===== src/design/slfs_pkg.sv =====
// Shared types and constants for the sleep/listen frame scheduler.
package slfs_pkg;

   localparam int CfgWinBits = 10;
   localparam int CostBits   = 8;
   localparam int CountBits  = 16;
   localparam int EnergyBits = 32;
   localparam int CsrIdxBits = 3;

   // register indexes on the csr port
   localparam logic [CsrIdxBits-1:0] REG_DOUBLING_MODE = 3'd0;
   localparam logic [CsrIdxBits-1:0] REG_INITIAL_SLEEP = 3'd1;
   localparam logic [CsrIdxBits-1:0] REG_MAX_SLEEP     = 3'd2;
   localparam logic [CsrIdxBits-1:0] REG_LISTEN_WINDOW = 3'd3;
   localparam logic [CsrIdxBits-1:0] REG_START_OFFSET  = 3'd4;
   localparam logic [CsrIdxBits-1:0] REG_SLEEP_COST    = 3'd5;
   localparam logic [CsrIdxBits-1:0] REG_LISTEN_COST   = 3'd6;

   typedef struct packed {
      logic                  doubling_mode;
      logic [CfgWinBits-1:0] initial_sleep;
      logic [CfgWinBits-1:0] max_sleep;
      logic [CfgWinBits-1:0] listen_window;
      logic [CfgWinBits-1:0] start_offset;
      logic [CostBits-1:0]   sleep_cost;
      logic [CostBits-1:0]   listen_cost;
   } cfg_type;

   localparam cfg_type CFG_RESET = '{
      doubling_mode: 1'b0,
      initial_sleep: 10'd1,
      max_sleep:     10'd16,
      listen_window: 10'd1,
      start_offset:  10'd0,
      sleep_cost:    8'd1,
      listen_cost:   8'd10
   };

   typedef struct packed {
      logic [CountBits-1:0]  sleep_total;
      logic [CountBits-1:0]  listen_total;
      logic [EnergyBits-1:0] energy_total;
   } totals_type;

endpackage


===== src/design/slfs_sched.sv =====
// Sleep/listen window sequencer: decides the kind of each frame.
module slfs_sched #(
   parameter int WINDOW_BITS = 10
) (
   input  logic              clock,
   input  logic              reset,
   input  slfs_pkg::cfg_type cfg,
   input  logic              reload,
   input  logic              step,
   input  logic              restart,
   output logic              frame_listen
);

   localparam int WB     = WINDOW_BITS;
   localparam int ExtBits = (WB > slfs_pkg::CfgWinBits) ? WB : slfs_pkg::CfgWinBits;

   logic [WB-1:0] sleep_left_ff, sleep_left_in;
   logic [WB-1:0] listen_left_ff, listen_left_in;
   logic [WB-1:0] window_ff, window_in;
   logic [WB-1:0] offset_left_ff, offset_left_in;

   logic [ExtBits-1:0] init_x, max_x, listen_x, offset_x;
   logic [WB-1:0]      init_w, top_w, listen_w, offset_w, first_w;
   logic [WB:0]        doubled;

   // window registers taken modulo 2^WINDOW_BITS
   always_comb begin
      init_x   = ExtBits'(cfg.initial_sleep);
      max_x    = ExtBits'(cfg.max_sleep);
      listen_x = ExtBits'(cfg.listen_window);
      offset_x = ExtBits'(cfg.start_offset);
      init_w   = init_x[WB-1:0];
      top_w    = max_x[WB-1:0];
      listen_w = listen_x[WB-1:0];
      offset_w = offset_x[WB-1:0];
      first_w  = (cfg.doubling_mode && (init_w > top_w)) ? top_w : init_w;
   end

   always_comb begin
      sleep_left_in  = sleep_left_ff;
      listen_left_in = listen_left_ff;
      window_in      = window_ff;
      offset_left_in = offset_left_ff;
      doubled        = '0;
      frame_listen   = 1'b1;
      if (restart) begin
         sleep_left_in  = first_w;
         listen_left_in = listen_w;
         window_in      = first_w;
         offset_left_in = offset_w;
      end
      if (offset_left_in != '0) begin
         offset_left_in = offset_left_in - 1'b1;
      end else begin
         if ((sleep_left_in == '0) && (listen_left_in == '0)) begin
            doubled = {window_in, 1'b0};
            if (cfg.doubling_mode && (window_in < top_w)) begin
               window_in = (doubled > {1'b0, top_w}) ? top_w : doubled[WB-1:0];
            end
            sleep_left_in  = window_in;
            listen_left_in = listen_w;
         end
         if (sleep_left_in != '0) begin
            sleep_left_in = sleep_left_in - 1'b1;
            frame_listen  = 1'b0;
         end else if (listen_left_in != '0) begin
            listen_left_in = listen_left_in - 1'b1;
         end
      end
   end

   always_ff @(posedge clock) begin
      if (reset || reload) begin
         sleep_left_ff  <= first_w;
         listen_left_ff <= listen_w;
         window_ff      <= first_w;
         offset_left_ff <= offset_w;
      end else if (step) begin
         sleep_left_ff  <= sleep_left_in;
         listen_left_ff <= listen_left_in;
         window_ff      <= window_in;
         offset_left_ff <= offset_left_in;
      end
   end

endmodule


===== src/design/slfs_tally.sv =====
// Saturating frame counters and energy accumulator.
module slfs_tally (
   input  logic                 clock,
   input  logic                 reset,
   input  slfs_pkg::cfg_type    cfg,
   input  logic                 step,
   input  logic                 restart,
   input  logic                 frame_listen,
   output slfs_pkg::totals_type totals_next
);

   localparam int EB = slfs_pkg::EnergyBits;
   localparam int CB = slfs_pkg::CountBits;

   slfs_pkg::totals_type tot_ff;
   slfs_pkg::totals_type base;
   logic [slfs_pkg::CostBits-1:0] cost;
   logic [EB:0]                   sum;

   always_comb begin
      base        = restart ? '0 : tot_ff;
      totals_next = base;
      if (frame_listen) begin
         cost = cfg.listen_cost;
         if (base.listen_total != {CB{1'b1}}) begin
            totals_next.listen_total = base.listen_total + 1'b1;
         end
      end else begin
         cost = cfg.sleep_cost;
         if (base.sleep_total != {CB{1'b1}}) begin
            totals_next.sleep_total = base.sleep_total + 1'b1;
         end
      end
      sum = {1'b0, base.energy_total} + (EB + 1)'(cost);
      totals_next.energy_total = sum[EB] ? {EB{1'b1}} : sum[EB-1:0];
   end

   always_ff @(posedge clock) begin
      if (reset) begin
         tot_ff <= '0;
      end else if (step) begin
         tot_ff <= totals_next;
      end
   end

endmodule


===== src/design/sleep_listen_frame_scheduler.sv =====
// Top level of the sleep/listen frame scheduler.
// Each request transfer is one frame tick; the block answers with one response
// transfer saying whether the station sleeps (0) or listens (1) in that frame,
// plus saturating totals of sleep frames, listen frames and energy units.
// The schedule listens for start_offset frames, then alternates a sleep window
// and a listen window; with doubling_mode set each sleep window is twice the
// previous one up to max_sleep (an initial window above max_sleep is clamped),
// otherwise the windows repeat unchanged. A period with both windows empty
// yields a listen frame. restart=1 restarts the schedule and clears the totals
// before the frame is counted. Writing any schedule register (indexes 0..4)
// reloads the schedule but keeps the totals; cost writes apply from the next
// frame; unknown indexes are dropped. Write csr only while idle.
// Rate: one frame per clock cycle sustained while rsp_tready stays high. A frame
// is captured in the input register, processed in one pass of the window
// sequencer and counters, and lands in the response register. The response
// register lets a new frame in while the last result waits; back-pressure
// stalls only when both registers are full.
module sleep_listen_frame_scheduler #(
   parameter int WINDOW_BITS = 10
) (
   input  logic        clock,
   input  logic        reset,
   // request: frame tick
   input  logic        req_tvalid,
   output logic        req_tready,
   input  logic [7:0]  req_tdata,   // [0] restart, [7:1] zero
   // response: frame decision and totals
   output logic        rsp_tvalid,
   input  logic        rsp_tready,
   output logic [71:0] rsp_tdata,   // [0] frame_listen, [16:1] sleep_total,
                                    // [32:17] listen_total, [64:33] energy_total,
                                    // [71:65] zero
   // register write channel
   input  logic        csr_valid,
   output logic        csr_ready,
   input  logic [slfs_pkg::CsrIdxBits-1:0] csr_index,
   input  logic [slfs_pkg::CfgWinBits-1:0] csr_data
);

   slfs_pkg::cfg_type    cfg_ff, cfg_in;
   slfs_pkg::totals_type totals_next;
   slfs_pkg::totals_type rsp_totals_ff;

   logic in_valid_ff, in_valid_in;
   logic in_restart_ff;
   logic rsp_valid_ff, rsp_valid_in;
   logic rsp_listen_ff;
   logic advance;
   logic csr_xfer;
   logic reload;
   logic frame_listen;

   // config registers; cfg_in is the value after this cycle's write
   assign csr_ready = 1'b1;
   assign csr_xfer  = csr_valid && csr_ready;

   always_comb begin
      cfg_in = cfg_ff;
      reload = 1'b0;
      if (reset) begin
         cfg_in = slfs_pkg::CFG_RESET;
      end else if (csr_xfer) begin
         case (csr_index)
            slfs_pkg::REG_DOUBLING_MODE: begin
               cfg_in.doubling_mode = csr_data[0];
               reload = 1'b1;
            end
            slfs_pkg::REG_INITIAL_SLEEP: begin
               cfg_in.initial_sleep = csr_data;
               reload = 1'b1;
            end
            slfs_pkg::REG_MAX_SLEEP: begin
               cfg_in.max_sleep = csr_data;
               reload = 1'b1;
            end
            slfs_pkg::REG_LISTEN_WINDOW: begin
               cfg_in.listen_window = csr_data;
               reload = 1'b1;
            end
            slfs_pkg::REG_START_OFFSET: begin
               cfg_in.start_offset = csr_data;
               reload = 1'b1;
            end
            slfs_pkg::REG_SLEEP_COST: begin
               cfg_in.sleep_cost = csr_data[slfs_pkg::CostBits-1:0];
            end
            slfs_pkg::REG_LISTEN_COST: begin
               cfg_in.listen_cost = csr_data[slfs_pkg::CostBits-1:0];
            end
            default: begin
               cfg_in = cfg_ff;
            end
         endcase
      end
   end

   always_ff @(posedge clock) begin
      cfg_ff <= cfg_in;
   end

   // input register -> one pass -> response register
   assign advance     = in_valid_ff && (!rsp_valid_ff || rsp_tready);
   assign req_tready  = !in_valid_ff || advance;
   assign in_valid_in = (req_tvalid && req_tready) || (in_valid_ff && !advance);
   assign rsp_valid_in = advance || (rsp_valid_ff && !rsp_tready);

   always_ff @(posedge clock) begin
      if (reset) begin
         in_valid_ff  <= 1'b0;
         rsp_valid_ff <= 1'b0;
      end else begin
         in_valid_ff  <= in_valid_in;
         rsp_valid_ff <= rsp_valid_in;
      end
   end

   always_ff @(posedge clock) begin
      if (req_tvalid && req_tready) begin
         in_restart_ff <= req_tdata[0];
      end
      if (advance) begin
         rsp_listen_ff <= frame_listen;
         rsp_totals_ff <= totals_next;
      end
   end

   slfs_sched #(
      .WINDOW_BITS(WINDOW_BITS)
   ) u_sched (
      .clock       (clock),
      .reset       (reset),
      .cfg         (cfg_in),
      .reload      (reload),
      .step        (advance),
      .restart     (in_restart_ff),
      .frame_listen(frame_listen)
   );

   slfs_tally u_tally (
      .clock       (clock),
      .reset       (reset),
      .cfg         (cfg_in),
      .step        (advance),
      .restart     (in_restart_ff),
      .frame_listen(frame_listen),
      .totals_next (totals_next)
   );

   assign rsp_tvalid = rsp_valid_ff;
   assign rsp_tdata  = {7'd0, rsp_totals_ff.energy_total, rsp_totals_ff.listen_total,
                        rsp_totals_ff.sleep_total, rsp_listen_ff};

`ifndef SYNTH
   // a processed frame always shows up as a response next cycle
   a_advance_rsp: assert property (@(posedge clock) disable iff (reset)
      advance |=> rsp_tvalid)
      else $error("processed frame did not reach response register");

   // a restarted frame counts exactly one frame
   a_restart_one: assert property (@(posedge clock) disable iff (reset)
      (advance && in_restart_ff) |=>
         ((rsp_tdata[16:1] == 16'd0 && rsp_tdata[32:17] == 16'd1) ||
          (rsp_tdata[16:1] == 16'd1 && rsp_tdata[32:17] == 16'd0)))
      else $error("restart did not clear totals");

   // on a restarted frame, the frame kind matches which counter moved
   a_kind_total: assert property (@(posedge clock) disable iff (reset)
      (advance && in_restart_ff) |=> (rsp_tdata[0] == (rsp_tdata[32:17] == 16'd1)))
      else $error("frame kind disagrees with counters");

   // input register never overwritten while holding an unprocessed frame
   a_no_overrun: assert property (@(posedge clock) disable iff (reset)
      !(req_tvalid && req_tready && in_valid_ff && !advance))
      else $error("input register overrun");
`endif

endmodule


===== config.mk =====
export PLATFORM = sky130hd
export DESIGN_NAME = sleep_listen_frame_scheduler
export DESIGN_NICKNAME = d
export VERILOG_FILES = /design/src/design/slfs_pkg.sv /design/src/design/slfs_sched.sv /design/src/design/slfs_tally.sv /design/src/design/sleep_listen_frame_scheduler.sv
export SDC_FILE = /design/constraint.sdc
export NUM_CORES = 1
export LEC_CHECK = 0
export BUFFER_PORTS_ARGS = -buffer_cell sky130_fd_sc_hd__buf_4
export CORE_UTILIZATION = 50
export CTS_CLUSTER_SIZE = 10
export DETAILED_ROUTE_END_ITERATION = 10
export HOLD_SLACK_MARGIN = 0.08
export PLACE_DENSITY_LB_ADDON = 0.25
export SLEW_MARGIN = 30
export SYNTH_ARGS = -nofsm -noshare
export SYNTH_HDL_FRONTEND = slang
export SYNTH_SLANG_ARGS = --single-unit

===== constraint.sdc =====
create_clock -name clock -period 25.9 [get_ports clock]
set_input_delay 3.885 -clock clock [delete_from_list [all_inputs] [get_ports clock]]
set_output_delay 3.885 -clock clock [all_outputs]
set_load 0.005 [all_outputs]

==> results.py, run 1 <==
metrics = {
    "outcome": {
        "status": "finished, final reports clean",
    },
    "floorplan": {
        "core_area_mm2": 0.0280,
        "chipWidth_um": 171,
        "die_h_um": 171,
        "pin_count": 101,
        "floorplan.initialDensity_pct": 51.2,
        "rows": 61,
        "dieArea_mm2": 0.0293,
    },
    "logic_synthesis": {
        "synthArstFlopShare_pct": 0,
        "synth_top_family_by_area": "simple AND/OR/NAND/NOR gates",
        "synth_edf_count": 106,
        "syn-cell-area_mm2": 0.0143,
        "yosysSeqAreaShare_pct": 39.4,
        "synth_compound_gate_area_share_pct": 19.4,
        "yosys.area_share.adder_pct": 3.81,
        "synth-xor-area-share_pct": 2.99,
        "synth_ff_type": "dfxtp_1",
        "synth_cells": 1703,
        "synth.mux.area_fraction_pct": 4.19,
        "yosys_register_bits": 229,
        "avgSynthCellArea_um2": 8.42,
        "ys_types": 92,
        "synth.yosys.warnings": 0,
        "synthSimpleGateAreaFrac_pct": 24.9,
    },
    "final_layout": {
        "nets": 1791,
        "drive_gt1_share_pct": 11.6,
        "mostFrequentLayoutCells": "nand2_1 (248), nor2_1 (159), dfxtp_1 (123)",
        "area_growth_syn_to_layout_pct": 11.1,
        "num_antenna_cells": 0,
        "layout_commonest_cell": "nand2_1",
        "post-route-util_pct": 56.9,
        "final_cells": 2122,
    },
    "grt": {
        "grt_pass1_wl_um": 62500,
        "antenna_found_initial": 0,
        "grt_pass1_vias": 12200,
        "grt_overflow": 0,
        "grt_max_degree": 97,
        "grtUsageTotal_pct": 26.4,
    },
    "critical_path": {
        "cpMaxStageDelayCell": "a221oi_1",
        "critical_path_required_ps": 26350,
        "cp_max_fo": 56,
        "cp-start-kind": "input pin",
        "worst-setup-path-type": "in -> reg",
        "rrSetupSlack_ps": 13730,
        "critPathMaxStageDelay_ps": 820,
        "end_kind": "flop",
        "cp_common_cell": "nand2_1",
        "cp.arrival_ps": 16380,
    },
    "placed_design": {
        "dp.cells": 2070,
        "io_buffer_count": 85,
        "finalWeightedCongestion": 0.902,
        "dp.final_hpwl_um": 25500,
    },
    "drt": {
        "viasPerCell": 6.14,
        "drt_first_iter_violations": 1152,
        "routed_wl_um": 38800,
        "ant_nets": 0,
        "vias": 13000,
        "avgRoutedWirePerCell_um": 18.3,
        "drc": 0,
        "drt-pass1-iter-count": 6,
    },
    "cts": {
        "h-tree-depth": 1,
        "cts_tree": "built",
        "worst_skew_pair.late_latency_ps": 550,
        "hold_buffers": 0,
        "clock_path_buffers": 3,
        "cts-root-buf": "clkbuf_16",
        "cts_sinks": 229,
        "cts_resized": 0,
        "cts_made_buffers": 28,
        "clk_pin_slew_ps": 60,
        "post-cts-setup-buffers": 0,
    },
    "sta": {
        "finalCriticalPeriod_ps": 15930,
        "drv_slew": 0,
        "worst-slew-pin-transition_ps": 901,
        "timing.fmax_ghz": 0.0628,
        "grt_setup_unrepaired": "false",
        "fin_crit_sh_pct": 61.5,
        "setup_tns_ps": 0,
        "finalClockSkew_ps": 18.0,
        "slew_headroom_pct": 39.8,
        "setup_viol": 0,
        "hold_violations": 0,
    },
    "flow_run": {
        "cap_violations": 0,
    },
    "pwr": {
        "p_leak_nw": 5.90,
        "p_per_area_mw_per_mm2": 57.6,
        "ir_drop_mv": 0.0522,
    },
    "min_path": {
        "hp-class": "reg -> reg",
    },
}
==> worst paths after layout <==
| path | depth (start not counted) | to | startpoint |
|---|---|---|---|
| worst max-delay path | 42 | u_tally.tot_ff[29] | csr_index[0] |
| worst min-delay path | 2 | cfg_ff[0] | cfg_ff[0] |
| worst max register to register | 40 | u_tally.tot_ff[29] | cfg_ff[43] |
| worst min register to register | 2 | cfg_ff[0] | cfg_ff[0] |
==> worst max-delay path, delay by kind of cell <==
kind	cells	cell delay, ps
compound gates	15	3960
fa+ha+maj	5	1290
buf+inv	5	1330
mux	1	170
simple gates	16	5720
==> where the power goes <==
part           internal [mW]  switching [mW]  total, mW
clock network          0.215           0.153      0.368
registers              0.398         0.00958      0.408
logic                 0.0508          0.0915      0.142
==> cells by family (layout without fill, tap and decap cells) <==
| family | after synthesis | count (layout) |
|---|---|---|
| xor+xnor | 49 | 49 |
| flops | 229 | 229 |
| simple gates | 723 | 723 |
| compound gates | 429 | 429 |
| other cells | 2 | 8 |
| buf+inv | 170 | 205 |
| fa+ha+maj | 43 | 43 |
| mux | 58 | 58 |
==> cell type report <==
class                      instances  area, um^2
clock inverter                     3        17.5
tap                              378         473
fill                            2512       12100
multi-input combinational       1310        7990
inverter                          48         183
sequential                       229        5650
clock buffer                      49         831
timing repair buffer             105         792
==> metal layers <==
layer  GRT usage (%)  routed length [um]  vias to the layer above
met2            44.6               18100                      514
met3            3.13                2540                      106
met5               0                   0                        -
met4            10.8                1440                        0
li1                -                   -                     6246
met1            34.2               16700                     6173
==> metrics by stage <==
stage	hold slack, ps	power, mW	worst slack (ps)	instance area, um^2
detailed placement	456	0.555	9840	15100
finish	465	0.918	9970	15900
global route	484	0.952	9330	15900
floorplan	438	0.515	11800	14400
CTS	464	0.919	10370	15900
global placement	448	0.551	9600	15100
==> cell usage after synthesis, types with 12 or more instances <==
| cell type | number | share of area (%) |
|---|---|---|
| a211oi_1 | 22 | 1.2 |
| a21o_1 | 17 | 0.89 |
| a21oi_1 | 121 | 4.2 |
| a31oi_1 | 42 | 1.8 |
| and3_1 | 21 | 0.92 |
| buf_1 | 13 | 0.34 |
| buf_2 | 21 | 0.73 |
| buf_4 | 18 | 0.94 |
| clkbuf_1 | 67 | 1.8 |
| dfxtp_1 | 123 | 17 |
| edfxtp_1 | 106 | 22 |
| ha_1 | 42 | 3.7 |
| inv_1 | 44 | 1.2 |
| mux2_2 | 16 | 1.3 |
| mux2i_1 | 42 | 2.9 |
| nand2_1 | 249 | 6.5 |
| nand3_1 | 42 | 1.5 |
| nand4_1 | 24 | 1.0 |
| nor2_1 | 159 | 4.2 |
| nor2b_1 | 45 | 2.0 |
| nor3_1 | 54 | 1.9 |
| nor4_1 | 15 | 0.65 |
| o211ai_1 | 12 | 0.63 |
| o21ai_0 | 95 | 3.3 |
| or3_1 | 23 | 1.0 |
| or4_1 | 27 | 1.4 |
| xnor2_1 | 28 | 1.7 |
| xor2_1 | 21 | 1.3 |
==> state kept, by name, summed over array words and instances, names as in the netlist <==
register,flops
rsp_tdata,64
u_sched.window_ff,10
in_restart_ff,1
cfg_ff,57
u_sched.offset_left_ff,10
in_valid_ff,1
u_sched.listen_left_ff,10
rsp_tvalid,1
rsp_listen_ff,1
u_sched.sleep_left_ff,10
u_tally.tot_ff,64
(Power assumes the default switching activity.)
==> run 2: changes to the inputs <==
==> constraint.sdc (replaced) <==
create_clock -name clock -period 13.5 [get_ports clock]
set_input_delay 2.025 -clock clock [delete_from_list [all_inputs] [get_ports clock]]
set_output_delay 2.025 -clock clock [all_outputs]
set_load 0.005 [all_outputs]
==> run 2 against run 1 <==
Clock skew fell by 6.9 ps. Sequential cell count did not move. Sequential power rose by 92%. Largest power group unchanged. Sequential share of layout area fell by 0.24 points. Largest cell class unchanged. Global-route usage rose by 0.14 points. Final area rose by 0.67%. Non-clock buffer count rose by 11.
==> results.py, run 2 (synthesized netlist as in run 1, its figures left out) <==
metrics = {
    "final_layout": {
        "layout_commonest_cell": "nand2_1",
        "mostFrequentLayoutCells": "nand2_1 (249), nor2_1 (159), dfxtp_1 (123)",
        "nets": 1802,
        "num_antenna_cells": 0,
        "fill_cells": 2475,
        "multiInputGateArea_mm2": 0.00798,
        "area_growth_syn_to_layout_pct": 11.9,
        "post-route-util_pct": 57.2,
        "drive_gt1_share_pct": 12.0,
        "seqCellArea_mm2": 0.00565,
    },
    "cts": {
        "cts_sinks": 229,
        "cts-root-buf": "clkbuf_16",
        "cts_tree": "built",
        "cts_made_buffers": 28,
        "clock_path_buffers": 3,
        "post-cts-setup-buffers": 0,
        "clk_pin_slew_ps": 60,
        "h-tree-depth": 1,
        "cts_resized": 0,
        "hold_buffers": 0,
        "worst_skew_pair.late_latency_ps": 560,
    },
    "placed_design": {
        "io_buffer_count": 85,
        "dp.final_hpwl_um": 26100,
        "pre_cts_ws_ps": 1050,
        "finalWeightedCongestion": 0.908,
    },
    "pwr": {
        "seq_power_share_pct": 44.1,
        "intPower_mw": 1.28,
        "power_switching_share_pct": 27.8,
        "power.switching_mw": 0.493,
        "p_per_area_mw_per_mm2": 111,
        "ir_drop_mv": 0.0935,
        "p_clk_share_pct": 40.3,
        "p_leak_nw": 5.96,
        "p_comb_share_pct": 15.5,
    },
    "critical_path": {
        "end_kind": "flop",
        "critical_path_required_ps": 13950,
        "r2r-start": "cfg_ff[39]",
        "cpMaxStageDelayCell": "a2111oi_4",
        "worst-setup-path-type": "in -> reg",
        "cp_common_cell": "a21oi_1",
        "cp-start-kind": "input pin",
        "critPathMaxStageDelay_ps": 740,
        "crit_start": "csr_index[0]",
        "cp_max_fo": 25,
        "cp.arrival_ps": 12540,
    },
    "sta": {
        "hold_violations": 0,
        "finalClockSkew_ps": 11.1,
        "worst-slew-pin-transition_ps": 933,
        "finalCriticalPeriod_ps": 12090,
        "slew_headroom_pct": 37.6,
        "fin_crit_sh_pct": 89.6,
        "setup_tns_ps": 0,
        "drv_slew": 0,
        "setup_viol": 0,
        "setup_ws_ps": 1410,
        "hold_ws_ps": 463,
        "grt_setup_unrepaired": "false",
        "timing.fmax_ghz": 0.0827,
    },
    "grt": {
        "grt_overflow": 0,
        "grt_pass1_wl_um": 62500,
        "grtUsageTotal_pct": 26.5,
        "grt_max_degree": 82,
        "grt_pass1_vias": 12200,
        "antenna_found_initial": 0,
    },
    "floorplan": {
        "core_area_mm2": 0.0280,
        "rows": 61,
        "chipWidth_um": 171,
        "die_h_um": 171,
        "pin_count": 101,
        "dieArea_mm2": 0.0293,
        "floorplan.initialDensity_pct": 51.2,
    },
    "drt": {
        "drt_first_iter_violations": 1109,
        "ant_nets": 0,
        "avgRoutedWirePerCell_um": 18.4,
        "viasPerCell": 6.08,
        "vias": 13000,
        "drc": 0,
        "drt-pass1-iter-count": 5,
        "routed_wl_um": 39200,
    },
    "outcome": {
        "status": "finished, final reports clean",
    },
    "min_path": {
        "hp-start": "cfg_ff[4]",
        "hp-class": "reg -> reg",
    },
    "flow_run": {
        "cap_violations": 0,
    },
}
[run 2: cell types whose count changed in the layout (fill, tap and decap cells not counted), sizes merged]
cell    change
buf        +11
clkinv      +2
inv         -2
[run 2: power by group through the flow]
stage,clock network [mW],logic [mW],registers (mW)
after floorplan,0,0.194,0.793
after global placement,0,0.266,0.795
after global routing,0.750,0.303,0.786
final,0.715,0.276,0.782
after CTS,0.723,0.273,0.782
after detailed placement,0,0.271,0.796
[run 2: area by class of cell]
cell class / count / share of cell area, %
multi-input combinational: 1310 / 49.8
sequential: 229 / 35.2
timing repair buffer: 116 / 5.51
clock buffer: 49 / 5.18
tap: 378 / 2.95
inverter: 48 / 1.14
clock inverter: 3 / 0.250
[run 2: final timing paths]
check | to | slack (ps) | cells after the start
setup reg to reg | u_tally.tot_ff[17] | 3320 | 39
hold reg to reg | cfg_ff[4] | 460 | 2
setup / recovery | u_tally.tot_ff[17] | 1410 | 41
hold / removal | cfg_ff[4] | 460 | 2
[run 2: per-stage QoR]
stage	cell area (um^2)	std cells	power (mW)
3_5_place_dp	15200	2081	1.07
6_report	16000	2133	1.77
2_1_floorplan	14400	1709	0.987
3_3_place_gp	15200	2081	1.06
4_1_cts	16000	2133	1.78
5_1_grt	16000	2133	1.84
[run 2: critical path, delay by kind of cell]
kind | cells | cell delay (ps)
adders and majority gates | 5 | 1540
AOI/OAI and AO/OA | 19 | 5300
buffers and inverters | 4 | 730
muxes | 1 | 260
and+or+nand+nor | 12 | 2650
[run 2: routing by layer]
metal / track usage, % / vias to the layer above / share of wire (%)
met3: 3.43 / 106 / 6.4
met4: 11.3 / 0 / 3.6
met1: 34.6 / 6117 / 43
met5: 0 / - / 0
li1: - / 6262 / -
met2: 44.2 / 491 / 47
